==> src/rtl/dpp_pkg.sv <==
// ============================================================================
// dpp_pkg
// Shared types, constants and register codes for the depth pixel to point
// back-projection block.
// ============================================================================
`default_nettype none

package dpp_pkg;

    // Default bounds of the raster counters
    localparam int DPP_MAX_COLUMNS = 4096;
    localparam int DPP_MAX_ROWS    = 4096;

    // Configuration port geometry
    localparam int DPP_ADDR_W = 5;
    localparam int DPP_DATA_W = 32;

    // Register reset values
    localparam logic [15:0] DPP_RST_FOCAL_X   = 16'd9600;
    localparam logic [15:0] DPP_RST_FOCAL_Y   = 16'd9600;
    localparam logic [15:0] DPP_RST_CENTER_X  = 16'd5120;
    localparam logic [15:0] DPP_RST_CENTER_Y  = 16'd3840;
    localparam logic [12:0] DPP_RST_WIDTH     = 13'd640;
    localparam logic [12:0] DPP_RST_HEIGHT    = 13'd480;
    localparam logic [15:0] DPP_RST_NEAR      = 16'd350;
    localparam logic [15:0] DPP_RST_FAR       = 16'd800;

    // Coordinate saturation magnitude, 1/16 mm
    localparam logic [20:0] DPP_COORD_LIMIT = 21'd524288;

    // Quotient bits produced by the serial divider, one per cycle
    localparam int DPP_DIV_STEPS = 21;
    localparam int DPP_STEP_W    = $clog2(DPP_DIV_STEPS);

    // Register map, word index
    typedef enum logic [2:0] {
        REG_FOCAL_X      = 3'd0,
        REG_FOCAL_Y      = 3'd1,
        REG_CENTER_X     = 3'd2,
        REG_CENTER_Y     = 3'd3,
        REG_FRAME_WIDTH  = 3'd4,
        REG_FRAME_HEIGHT = 3'd5,
        REG_NEAR_LIMIT   = 3'd6,
        REG_FAR_LIMIT    = 3'd7
    } dpp_reg_t;

    // Sequencer states
    typedef enum logic [2:0] {
        ST_IDLE,
        ST_MUL,
        ST_LOAD,
        ST_CHECK,
        ST_DIV,
        ST_DONE
    } dpp_state_t;

    // Configuration seen by the datapath
    typedef struct packed {
        logic [15:0] focal_x;
        logic [15:0] focal_y;
        logic [15:0] center_x;
        logic [15:0] center_y;
        logic [12:0] frame_width;
        logic [12:0] frame_height;
        logic [15:0] near_limit;
        logic [15:0] far_limit;
    } dpp_cfg_t;

    // Strobes from the sequencer to each axis unit
    typedef struct packed {
        logic capture;
        logic mul;
        logic load;
        logic check;
        logic step;
    } dpp_axis_ctrl_t;

endpackage

`default_nettype wire

==> src/rtl/dpp_if.sv <==
// ============================================================================
// dpp_if
// Valid/ready channels for incoming pixels and outgoing points.
// ============================================================================
`default_nettype none

interface dpp_pixel_if;
    logic        valid;
    logic        ready;
    logic [15:0] depth_mm;
    logic [7:0]  red;
    logic [7:0]  green;
    logic [7:0]  blue;

    modport source (output valid, depth_mm, red, green, blue, input ready);
    modport sink   (input valid, depth_mm, red, green, blue, output ready);
endinterface

interface dpp_point_if;
    logic               valid;
    logic               ready;
    logic signed [20:0] point_x;
    logic signed [20:0] point_y;
    logic        [15:0] point_z;
    logic        [7:0]  point_red;
    logic        [7:0]  point_green;
    logic        [7:0]  point_blue;

    modport source (output valid, point_x, point_y, point_z, point_red, point_green,
                    point_blue, input ready);
    modport sink   (input valid, point_x, point_y, point_z, point_red, point_green,
                    point_blue, output ready);
endinterface

`default_nettype wire

==> src/rtl/depth_pixel_to_point_top.sv <==
// ============================================================================
// depth_pixel_to_point_top
// Pinhole back-projection of a raster depth stream into coloured points.
// ============================================================================
//
// Pixels arrive in raster order on the pixel channel (depth in mm plus RGB);
// column and row counters follow them and wrap at the programmed frame size
// or the counter bound if smaller. A pixel whose depth lies strictly inside
// the near/far window yields one transaction on the point channel carrying x
// and y in 1/16 mm (saturated to +/-524288), z in mm and the colour. Other
// pixels are dropped. Intrinsics, frame size and limits are written over the
// APB port; the user must do so only while idle, the block does not enforce it.
//
// Sequence: an in-range pixel is captured, multiplied, loaded into the divider
// and checked for overflow, runs the 21 bit-serial divider steps per axis and
// is handed over before the next pixel is taken. Both axes divide side by side.
// The output register decouples the sides: a finished point may wait there
// while the next pixel is worked on; a stalled receiver only holds the block
// once a second point is ready to be handed over.
// Reset clears the counters, the sequencer and the output valid, and loads
// the default register values (640x480 frame, 350..800 mm window).
//
`default_nettype none

module depth_pixel_to_point_top
    import dpp_pkg::*;
#(
    parameter int MAX_COLUMNS = DPP_MAX_COLUMNS,
    parameter int MAX_ROWS    = DPP_MAX_ROWS
)
(
    input  wire logic                  clk,
    input  wire logic                  rst_n,
    input  wire logic                  psel,
    input  wire logic                  penable,
    input  wire logic                  pwrite,
    input  wire logic [DPP_ADDR_W-1:0] paddr,
    input  wire logic [DPP_DATA_W-1:0] pwdata,
    output logic      [DPP_DATA_W-1:0] prdata,
    output logic                       pready,
    dpp_pixel_if.sink                  pixel,
    dpp_point_if.source                point
);

    localparam int COL_W = $clog2(MAX_COLUMNS);
    localparam int ROW_W = $clog2(MAX_ROWS);
    localparam logic [13:0] MaxCols = 14'(MAX_COLUMNS);
    localparam logic [13:0] MaxRows = 14'(MAX_ROWS);
    localparam logic [DPP_STEP_W-1:0] StepLast = DPP_STEP_W'(DPP_DIV_STEPS - 1);

    dpp_cfg_t       cfg;
    dpp_axis_ctrl_t ctrl;
    dpp_state_t     state_reg;
    dpp_state_t     state_next;

    logic [DPP_STEP_W-1:0] step_reg;
    logic [DPP_STEP_W-1:0] step_next;
    logic [COL_W-1:0]      col_reg;
    logic [COL_W-1:0]      col_next;
    logic [ROW_W-1:0]      row_reg;
    logic [ROW_W-1:0]      row_next;

    logic [15:0] depth_reg;
    logic [7:0]  red_reg;
    logic [7:0]  green_reg;
    logic [7:0]  blue_reg;

    logic               out_valid_reg;
    logic signed [20:0] out_x_reg;
    logic signed [20:0] out_y_reg;
    logic        [15:0] out_z_reg;
    logic        [7:0]  out_red_reg;
    logic        [7:0]  out_green_reg;
    logic        [7:0]  out_blue_reg;

    logic               accept;
    logic               in_range;
    logic               out_free;
    logic               out_load;
    logic [COL_W:0]     col_inc;
    logic [ROW_W:0]     row_inc;
    logic [13:0]        col_bound;
    logic [13:0]        row_bound;
    logic               col_wrap;
    logic               row_wrap;
    logic signed [20:0] coord_x;
    logic signed [20:0] coord_y;

    dpp_cfg u_cfg (
        .clk     (clk),
        .rst_n   (rst_n),
        .psel    (psel),
        .penable (penable),
        .pwrite  (pwrite),
        .paddr   (paddr),
        .pwdata  (pwdata),
        .prdata  (prdata),
        .pready  (pready),
        .cfg     (cfg)
    );

    dpp_axis u_axis_x (
        .clk    (clk),
        .ctrl   (ctrl),
        .pos16  (16'({col_reg, 4'b0000})),
        .centre (cfg.center_x),
        .depth  (pixel.depth_mm),
        .focal  (cfg.focal_x),
        .coord  (coord_x)
    );

    dpp_axis u_axis_y (
        .clk    (clk),
        .ctrl   (ctrl),
        .pos16  (16'({row_reg, 4'b0000})),
        .centre (cfg.center_y),
        .depth  (pixel.depth_mm),
        .focal  (cfg.focal_y),
        .coord  (coord_y)
    );

    assign accept   = pixel.valid & pixel.ready;
    assign in_range = (pixel.depth_mm > cfg.near_limit) && (pixel.depth_mm < cfg.far_limit);
    assign out_free = !out_valid_reg || point.ready;

    // Advance the raster position, wrapping at the smaller of frame size and bound
    always_comb
    begin
        col_inc   = {1'b0, col_reg} + 1'b1;
        row_inc   = {1'b0, row_reg} + 1'b1;
        col_bound = (14'(cfg.frame_width) < MaxCols) ? 14'(cfg.frame_width) : MaxCols;
        row_bound = (14'(cfg.frame_height) < MaxRows) ? 14'(cfg.frame_height) : MaxRows;
        col_wrap  = 14'(col_inc) >= col_bound;
        row_wrap  = 14'(row_inc) >= row_bound;
        col_next  = col_reg;
        row_next  = row_reg;
        if (accept)
        begin
            if (col_wrap)
            begin
                col_next = '0;
                row_next = row_wrap ? '0 : row_inc[ROW_W-1:0];
            end
            else
            begin
                col_next = col_inc[COL_W-1:0];
            end
        end
    end

    // Sequencer next state
    always_comb
    begin
        state_next = state_reg;
        case (state_reg)
            ST_IDLE:
            begin
                if (accept && in_range)
                begin
                    state_next = ST_MUL;
                end
            end
            ST_MUL:   state_next = ST_LOAD;
            ST_LOAD:  state_next = ST_CHECK;
            ST_CHECK: state_next = ST_DIV;
            ST_DIV:
            begin
                if (step_reg == StepLast)
                begin
                    state_next = ST_DONE;
                end
            end
            ST_DONE:
            begin
                if (out_free)
                begin
                    state_next = ST_IDLE;
                end
            end
            default:  state_next = ST_IDLE;
        endcase
    end

    // Sequencer outputs
    always_comb
    begin
        pixel.ready  = 1'b0;
        ctrl         = '0;
        out_load     = 1'b0;
        step_next    = '0;
        case (state_reg)
            ST_IDLE:
            begin
                pixel.ready  = 1'b1;
                ctrl.capture = pixel.valid;
            end
            ST_MUL:   ctrl.mul    = 1'b1;
            ST_LOAD:  ctrl.load   = 1'b1;
            ST_CHECK: ctrl.check  = 1'b1;
            ST_DIV:
            begin
                ctrl.step = 1'b1;
                step_next = step_reg + 1'b1;
            end
            ST_DONE:  out_load = out_free;
            default:  pixel.ready = 1'b0;
        endcase
    end

    // Control state
    always_ff @(posedge clk or negedge rst_n)
    begin
        if (!rst_n)
        begin
            state_reg     <= ST_IDLE;
            step_reg      <= '0;
            col_reg       <= '0;
            row_reg       <= '0;
            out_valid_reg <= 1'b0;
        end
        else
        begin
            state_reg <= state_next;
            step_reg  <= step_next;
            col_reg   <= col_next;
            row_reg   <= row_next;
            if (out_load)
            begin
                out_valid_reg <= 1'b1;
            end
            else if (point.ready)
            begin
                out_valid_reg <= 1'b0;
            end
        end
    end

    // Hold the pixel payload while the axes work, and load the output register
    always_ff @(posedge clk)
    begin
        if (accept)
        begin
            depth_reg <= pixel.depth_mm;
            red_reg   <= pixel.red;
            green_reg <= pixel.green;
            blue_reg  <= pixel.blue;
        end
        if (out_load)
        begin
            out_x_reg     <= coord_x;
            out_y_reg     <= coord_y;
            out_z_reg     <= depth_reg;
            out_red_reg   <= red_reg;
            out_green_reg <= green_reg;
            out_blue_reg  <= blue_reg;
        end
    end

    assign point.valid       = out_valid_reg;
    assign point.point_x     = out_x_reg;
    assign point.point_y     = out_y_reg;
    assign point.point_z     = out_z_reg;
    assign point.point_red   = out_red_reg;
    assign point.point_green = out_green_reg;
    assign point.point_blue  = out_blue_reg;

endmodule

`default_nettype wire

==> src/rtl/dpp_cfg.sv <==
// ============================================================================
// dpp_cfg
// APB register file holding the camera intrinsics, frame size and depth
// window.
// ============================================================================
`default_nettype none

module dpp_cfg
    import dpp_pkg::*;
(
    input  wire logic                  clk,
    input  wire logic                  rst_n,
    input  wire logic                  psel,
    input  wire logic                  penable,
    input  wire logic                  pwrite,
    input  wire logic [DPP_ADDR_W-1:0] paddr,
    input  wire logic [DPP_DATA_W-1:0] pwdata,
    output logic      [DPP_DATA_W-1:0] prdata,
    output logic                       pready,
    output dpp_cfg_t                   cfg
);

    dpp_cfg_t cfg_reg;
    dpp_cfg_t cfg_next;
    dpp_reg_t index;
    logic     wr_en;

    assign pready = 1'b1;
    assign index  = dpp_reg_t'(paddr[DPP_ADDR_W-1:2]);
    assign wr_en  = psel & penable & pwrite;

    // Decode the write transaction
    always_comb
    begin
        cfg_next = cfg_reg;
        if (wr_en)
        begin
            case (index)
                REG_FOCAL_X:      cfg_next.focal_x      = pwdata[15:0];
                REG_FOCAL_Y:      cfg_next.focal_y      = pwdata[15:0];
                REG_CENTER_X:     cfg_next.center_x     = pwdata[15:0];
                REG_CENTER_Y:     cfg_next.center_y     = pwdata[15:0];
                REG_FRAME_WIDTH:  cfg_next.frame_width  = pwdata[12:0];
                REG_FRAME_HEIGHT: cfg_next.frame_height = pwdata[12:0];
                REG_NEAR_LIMIT:   cfg_next.near_limit   = pwdata[15:0];
                REG_FAR_LIMIT:    cfg_next.far_limit    = pwdata[15:0];
                default:          cfg_next = cfg_reg;
            endcase
        end
    end

    always_ff @(posedge clk or negedge rst_n)
    begin
        if (!rst_n)
        begin
            cfg_reg.focal_x      <= DPP_RST_FOCAL_X;
            cfg_reg.focal_y      <= DPP_RST_FOCAL_Y;
            cfg_reg.center_x     <= DPP_RST_CENTER_X;
            cfg_reg.center_y     <= DPP_RST_CENTER_Y;
            cfg_reg.frame_width  <= DPP_RST_WIDTH;
            cfg_reg.frame_height <= DPP_RST_HEIGHT;
            cfg_reg.near_limit   <= DPP_RST_NEAR;
            cfg_reg.far_limit    <= DPP_RST_FAR;
        end
        else
        begin
            cfg_reg <= cfg_next;
        end
    end

    // Read back the addressed register
    always_comb
    begin
        case (index)
            REG_FOCAL_X:      prdata = {16'd0, cfg_reg.focal_x};
            REG_FOCAL_Y:      prdata = {16'd0, cfg_reg.focal_y};
            REG_CENTER_X:     prdata = {16'd0, cfg_reg.center_x};
            REG_CENTER_Y:     prdata = {16'd0, cfg_reg.center_y};
            REG_FRAME_WIDTH:  prdata = {19'd0, cfg_reg.frame_width};
            REG_FRAME_HEIGHT: prdata = {19'd0, cfg_reg.frame_height};
            REG_NEAR_LIMIT:   prdata = {16'd0, cfg_reg.near_limit};
            REG_FAR_LIMIT:    prdata = {16'd0, cfg_reg.far_limit};
            default:          prdata = '0;
        endcase
    end

    assign cfg = cfg_reg;

endmodule

`default_nettype wire

==> src/rtl/dpp_axis.sv <==
// ============================================================================
// dpp_axis
// One axis of the back-projection: offset from the principal point, one
// registered multiply, then a bit-serial restoring divider that shifts one
// quotient bit per cycle, with rounding and saturation on the way out.
// ============================================================================
`default_nettype none

module dpp_axis
    import dpp_pkg::*;
(
    input  wire logic               clk,
    input  dpp_axis_ctrl_t          ctrl,
    input  wire logic        [15:0] pos16,
    input  wire logic        [15:0] centre,
    input  wire logic        [15:0] depth,
    input  wire logic        [15:0] focal,
    output logic signed      [20:0] coord
);

    logic        neg_reg;
    logic [15:0] mag_reg;
    logic [15:0] depth_reg;
    logic [31:0] prod_reg;
    logic        zero_reg;
    logic        ovf_reg;
    logic [16:0] rem_reg;
    logic [20:0] quo_reg;

    logic [16:0] diff;
    logic [16:0] neg_diff;
    logic [15:0] mag_next;
    logic [37:0] dividend;
    logic [16:0] divisor;
    logic [17:0] trial;
    logic [17:0] trial_sub;
    logic        take;
    logic [20:0] sat;

    // Signed offset of the pixel from the principal point, as sign and magnitude
    assign diff     = {1'b0, pos16} - {1'b0, centre};
    assign neg_diff = 17'd0 - diff;
    assign mag_next = diff[16] ? neg_diff[15:0] : diff[15:0];

    // Round to nearest: (2*16*mag*depth + f) / (2*f)
    assign dividend = {1'b0, prod_reg, 5'b00000} + {22'd0, focal};
    assign divisor  = {focal, 1'b0};

    // One restoring step: bring down the next dividend bit and try a subtract
    assign trial     = {rem_reg, quo_reg[20]};
    assign trial_sub = trial - {1'b0, divisor};
    assign take      = trial >= {1'b0, divisor};

    always_ff @(posedge clk)
    begin
        if (ctrl.capture)
        begin
            neg_reg   <= diff[16];
            mag_reg   <= mag_next;
            depth_reg <= depth;
        end
        if (ctrl.mul)
        begin
            prod_reg <= mag_reg * depth_reg;
        end
        if (ctrl.check)
        begin
            // Quotient would need more than the shifted bits
            ovf_reg <= rem_reg >= divisor;
        end
        if (ctrl.load)
        begin
            rem_reg  <= dividend[37:21];
            quo_reg  <= dividend[20:0];
            zero_reg <= prod_reg == 32'd0;
        end
        else if (ctrl.step)
        begin
            rem_reg <= take ? trial_sub[16:0] : trial[16:0];
            quo_reg <= {quo_reg[19:0], take};
        end
    end

    // Saturate the magnitude and restore the sign
    always_comb
    begin
        if (zero_reg)
        begin
            sat = '0;
        end
        else if (ovf_reg || (quo_reg > DPP_COORD_LIMIT))
        begin
            sat = DPP_COORD_LIMIT;
        end
        else
        begin
            sat = quo_reg;
        end
        coord = neg_reg ? signed'(21'd0 - sat) : signed'(sat);
    end

endmodule

`default_nettype wire

==> src/flat_wrapper.sv <==
// flat-port wrapper written by rule: the top's interface ports become plain ports
module depth_pixel_to_point_top_flat import dpp_pkg::*;
#(
    parameter int MAX_COLUMNS = DPP_MAX_COLUMNS,
    parameter int MAX_ROWS    = DPP_MAX_ROWS
)
  (clk, rst_n, psel, penable, pwrite, paddr, pwdata, prdata, pready, pixel_valid, pixel_depth_mm, pixel_red, pixel_green, pixel_blue, pixel_ready, point_valid, point_point_x, point_point_y, point_point_z, point_point_red, point_point_green, point_point_blue, point_ready);
  dpp_pixel_if pixel_i ();
  dpp_point_if point_i ();
  input  wire logic clk;
  input  wire logic rst_n;
  input  wire logic psel;
  input  wire logic penable;
  input  wire logic pwrite;
  input  wire logic [DPP_ADDR_W-1:0] paddr;
  input  wire logic [DPP_DATA_W-1:0] pwdata;
  output logic      [DPP_DATA_W-1:0] prdata;
  output logic pready;
  input wire logic [$bits(pixel_i.valid)-1:0] pixel_valid;
  input wire logic [$bits(pixel_i.depth_mm)-1:0] pixel_depth_mm;
  input wire logic [$bits(pixel_i.red)-1:0] pixel_red;
  input wire logic [$bits(pixel_i.green)-1:0] pixel_green;
  input wire logic [$bits(pixel_i.blue)-1:0] pixel_blue;
  output wire logic [$bits(pixel_i.ready)-1:0] pixel_ready;
  output wire logic [$bits(point_i.valid)-1:0] point_valid;
  output wire logic [$bits(point_i.point_x)-1:0] point_point_x;
  output wire logic [$bits(point_i.point_y)-1:0] point_point_y;
  output wire logic [$bits(point_i.point_z)-1:0] point_point_z;
  output wire logic [$bits(point_i.point_red)-1:0] point_point_red;
  output wire logic [$bits(point_i.point_green)-1:0] point_point_green;
  output wire logic [$bits(point_i.point_blue)-1:0] point_point_blue;
  input wire logic [$bits(point_i.ready)-1:0] point_ready;
  assign pixel_i.valid = pixel_valid;
  assign pixel_i.depth_mm = pixel_depth_mm;
  assign pixel_i.red = pixel_red;
  assign pixel_i.green = pixel_green;
  assign pixel_i.blue = pixel_blue;
  assign pixel_ready = pixel_i.ready;
  assign point_valid = point_i.valid;
  assign point_point_x = point_i.point_x;
  assign point_point_y = point_i.point_y;
  assign point_point_z = point_i.point_z;
  assign point_point_red = point_i.point_red;
  assign point_point_green = point_i.point_green;
  assign point_point_blue = point_i.point_blue;
  assign point_i.ready = point_ready;
  depth_pixel_to_point_top #(.MAX_COLUMNS(MAX_COLUMNS), .MAX_ROWS(MAX_ROWS)) u_core (.clk(clk), .rst_n(rst_n), .psel(psel), .penable(penable), .pwrite(pwrite), .paddr(paddr), .pwdata(pwdata), .prdata(prdata), .pready(pready), .pixel(pixel_i), .point(point_i));
endmodule
==> config.mk <==
export PLATFORM = sky130hd
export DESIGN_NAME = depth_pixel_to_point_top_flat
export DESIGN_NICKNAME = d
export VERILOG_FILES = /design/src/rtl/dpp_pkg.sv /design/src/rtl/dpp_if.sv /design/src/rtl/depth_pixel_to_point_top.sv /design/src/rtl/dpp_cfg.sv /design/src/rtl/dpp_axis.sv /design/src/flat_wrapper.sv
export SDC_FILE = /design/constraint.sdc
export NUM_CORES = 2
export LEC_CHECK = 0
export BUFFER_PORTS_ARGS = -buffer_cell sky130_fd_sc_hd__buf_2
export CAP_MARGIN = 20
export CORE_MARGIN = 2
export CORE_UTILIZATION = 55
export DETAILED_ROUTE_END_ITERATION = 7
export GPL_ROUTABILITY_DRIVEN = 0
export PLACE_DENSITY = 0.75
export SLEW_MARGIN = 20
export SYNTH_ARGS = -nofsm -noshare
export SYNTH_HDL_FRONTEND = slang
export SYNTH_SLANG_ARGS = --single-unit
==> constraint.sdc <==
create_clock -name clk -period 6.2 [get_ports clk]
set_clock_uncertainty 0.15 [all_clocks]
set_input_delay 1.24 -clock clk [delete_from_list [all_inputs] [get_ports clk]]
set_output_delay 1.24 -clock clk [all_outputs]
set_load 0.01 [all_outputs]
==> summary.txt <==
Worst path cell trace -> and2_4, fa_1, inv_2, fa_2, inv_2, fa_1, fa_2, fa_1, inv_2, fa_1, inv_2, ha_4, nand4_1, or4_1, or4b_4, nand3_4, o31a_4, a31oi_4, or4b_4, nand4_1
WP data arrival -> 6890 ps
DR vias/cell -> 5.79
First-pass DRT Iterations -> 5
Num CTS Buffers -> 48
Hold Slack -> 269 ps
Initial Util -> 0.556
Drt drc -> 0
CP peak stage delay -> 560 ps
Cell Area, Synth -> 43,000 um2
Main flop type after synthesis -> edfxtp_1
Final Hold Fails -> 0
Most numerous cell in the Yosys netlist -> inv_1
Crit-path leading delay family -> adder cells
Grt met2 use -> 0.493
Top-area cell type share of the netlist area -> 0.209
Sequential-to-total area share from yosys stat -> 0.300
Fmax -> 152 MHz
GR Util met1 -> 0.377
CTS sink cnt -> 455
Slew headroom -> 0.290
Count of cell types in the netlist -> 89
# diodes -> 0
Worst setup EP type -> register
Required time of the critical path -> 6500 ps
RSZ-0062 raised after global routing -> true
All-Layer GR Usage -> 0.289
Worst-Margin Slew -> 1060 ps
Synth-to-Final Area Change -> 14.5%
Crit Path Category -> reg2reg
Fin worst setup slack -> -386 ps
Ports -> 201
Hold Path Class -> reg2reg
H-Tree Depth -> 2
Fin. max-slew vios -> 0
Synth area leaders -> edfxtp_1, fa_1, ha_1
GRT met3 Usage -> 0.0413
Worst R2R Start -> u_core.u_axis_y.mag_reg[12]$_DFFE_PP_
Failing checks -> setup timing
Gr ovfl total -> 0
Most utilized layer in the global route result -> met2
Tcrit/Tclk final -> 1.06
Crit path max fanout -> 6
R2r setup slk -> -390 ps
Reg clk slew, reported paths -> 60 ps
CP Launch Type -> register
Synth area leader -> edfxtp_1
Core area -> 77,500 um2
Max Cap Viol -> 0
Clock tree root driver cell -> clkbuf_16
Row Count -> 102
Util after Layout -> 0.636
Post-DRT Antenna Nets -> 0
First-pass GRT wire length -> 184 mm
Vias in the first global route -> 34.1k
#FFs+latches synth -> 455
Critical path's slowest cell -> fa_2
Nets -> 5,571
Synth warn -> 0
DR vias -> 33.5k
Post-synthesis async set-or-reset flop share -> 0.341
Die X -> 284 um
Status -> finished, violations left
Hold Path Origin -> u_core.blue_reg[2]$_DFFE_PP_
Max reg flops -> 122
Die H -> 284 um
I/O Buffers -> 165
Post-layout min period -> 6590 ps
Largest net degree at the start of global routing -> 118
Clk buf depth -> 3
Wirelength per Cell -> 20.0 um
Final setup viols -> 15
WL final -> 116 mm
Initial antenna violation count -> 1
Cell count after synthesis -> 4,405
TritonCTS clock tree -> built
Average cell area after synthesis -> 9.77 um2
First DRT Iteration DRCs -> 2,641
Final HPWL DP -> 90.1 mm
Number of flops mapped to enable cells by yosys -> 300
Critical Path Source -> u_core.u_axis_y.mag_reg[12]$_DFFE_PP_
Die area -> 80,500 um2
Share of layout cells above drive strength 1 -> 0.169
WP buf/inv -> 4
Worst skew pair latency -> 600 ps
Most frequent cells after synthesis -> inv_1, nand2_1, fa_1
Post-CTS Hold Buffers -> 0
-- placed cells by master (no fill, tap or decap), types with 23 or more instances in the layout --
cell       count
a21o_1        63
a21oi_1      128
and2_1       227
and3_1        30
buf_2        164
buf_4        195
buf_6         36
clkbuf_16     49
dfrtp_1      126
dfstp_2       29
edfxtp_1     300
fa_1         367
fa_2          25
ha_1         364
inv_1        576
inv_2         27
mux2_2        55
mux2i_1       39
nand2_1      585
nand2b_1      29
nand3_1       55
nand4_1       31
nor2_1       153
nor2b_1       31
nor3_1        49
nor4_1        24
o211ai_1      23
o21a_1        31
o21ai_0      217
or3_1         26
xnor2_1      138
xor2_1        89
-- cell families after synthesis --
logic type | synth area share
buf+inv | 0.0705
mux | 0.0345
other cells | 0.000174
xor+xnor | 0.0472
fa+ha+maj | 0.294
simple gates | 0.151
compound gates | 0.103
flops | 0.300
-- worst register-to-register path, cell delays in order (launching register included) --
cell and delay [ps]:
edfxtp_1 530, and2_4 230, fa_1 520, inv_2 50, fa_2 560, inv_2 40
fa_1 530, fa_2 460, fa_1 510, inv_2 40, fa_1 520, inv_2 50
ha_4 260, nand4_1 90, or4_1 420, or4b_4 560, nand3_4 110, o31a_4 140
a31oi_4 80, or4b_4 480, nand4_1 120
-- worst paths after layout --
| kind | end | cells after the start |
|---|---|---|
| hold / removal | u_core.point.point_blue[2]$_DFFE_PP_ | 0 |
| setup reg to reg | u_core.u_axis_y.prod_reg[30]$_DFFE_PP_ | 20 |
| hold reg to reg | u_core.point.point_blue[2]$_DFFE_PP_ | 0 |
| setup / recovery | u_core.u_axis_y.prod_reg[30]$_DFFE_PP_ | 20 |
| min in group asynchronous | u_core.row_reg[1]$_DFFE_PN0P_ | 1 |
| max in group asynchronous | u_core.u_cfg.cfg[18]$_DFFE_PN1P_ | 2 |
-- layout make-up --
cell class	count	area [um2]
Timing Repair Buffer	421	3190
Clock inverter	33	392
Inverter	606	2280
Fill cell	6147	28200
Tap cell	1040	1300
Multi-Input combinational cell	3180	27900
Sequential cell	455	12900
Clock buffer	54	1240
-- per-stage QoR --
step	TNS (ps)	instances	setup WS, ps	area, um2
floorplan	-364	4420	-240	43300
global placement	-4580	5671	-376	46600
detailed placement	-5670	5671	-478	46600
CTS	-2110	5779	-350	48800
global route	-6330	5789	-569	49300
finish	-2540	5789	-386	49300
-- per-layer routing --
layer,routed length (um),vias to the layer above
met3,8580,254
met2,56200,1294
met5,13,-
met1,46700,16700
li1,-,15300
met4,4550,2
-- repair_timing --
| action | CTS | global route |
|---|---|---|
| setup buffers | 21 | 13 |
| cloned | 0 | 1 |
| pin swaps | 43 | 57 |
| endpoints found under the setup margin | 24 | 31 |
| gates resized for setup | 110 | 94 |
Power is left out: the tool's default activity adds up to more than one toggle a clock period on the data nets, which glitch-free logic cannot reach.
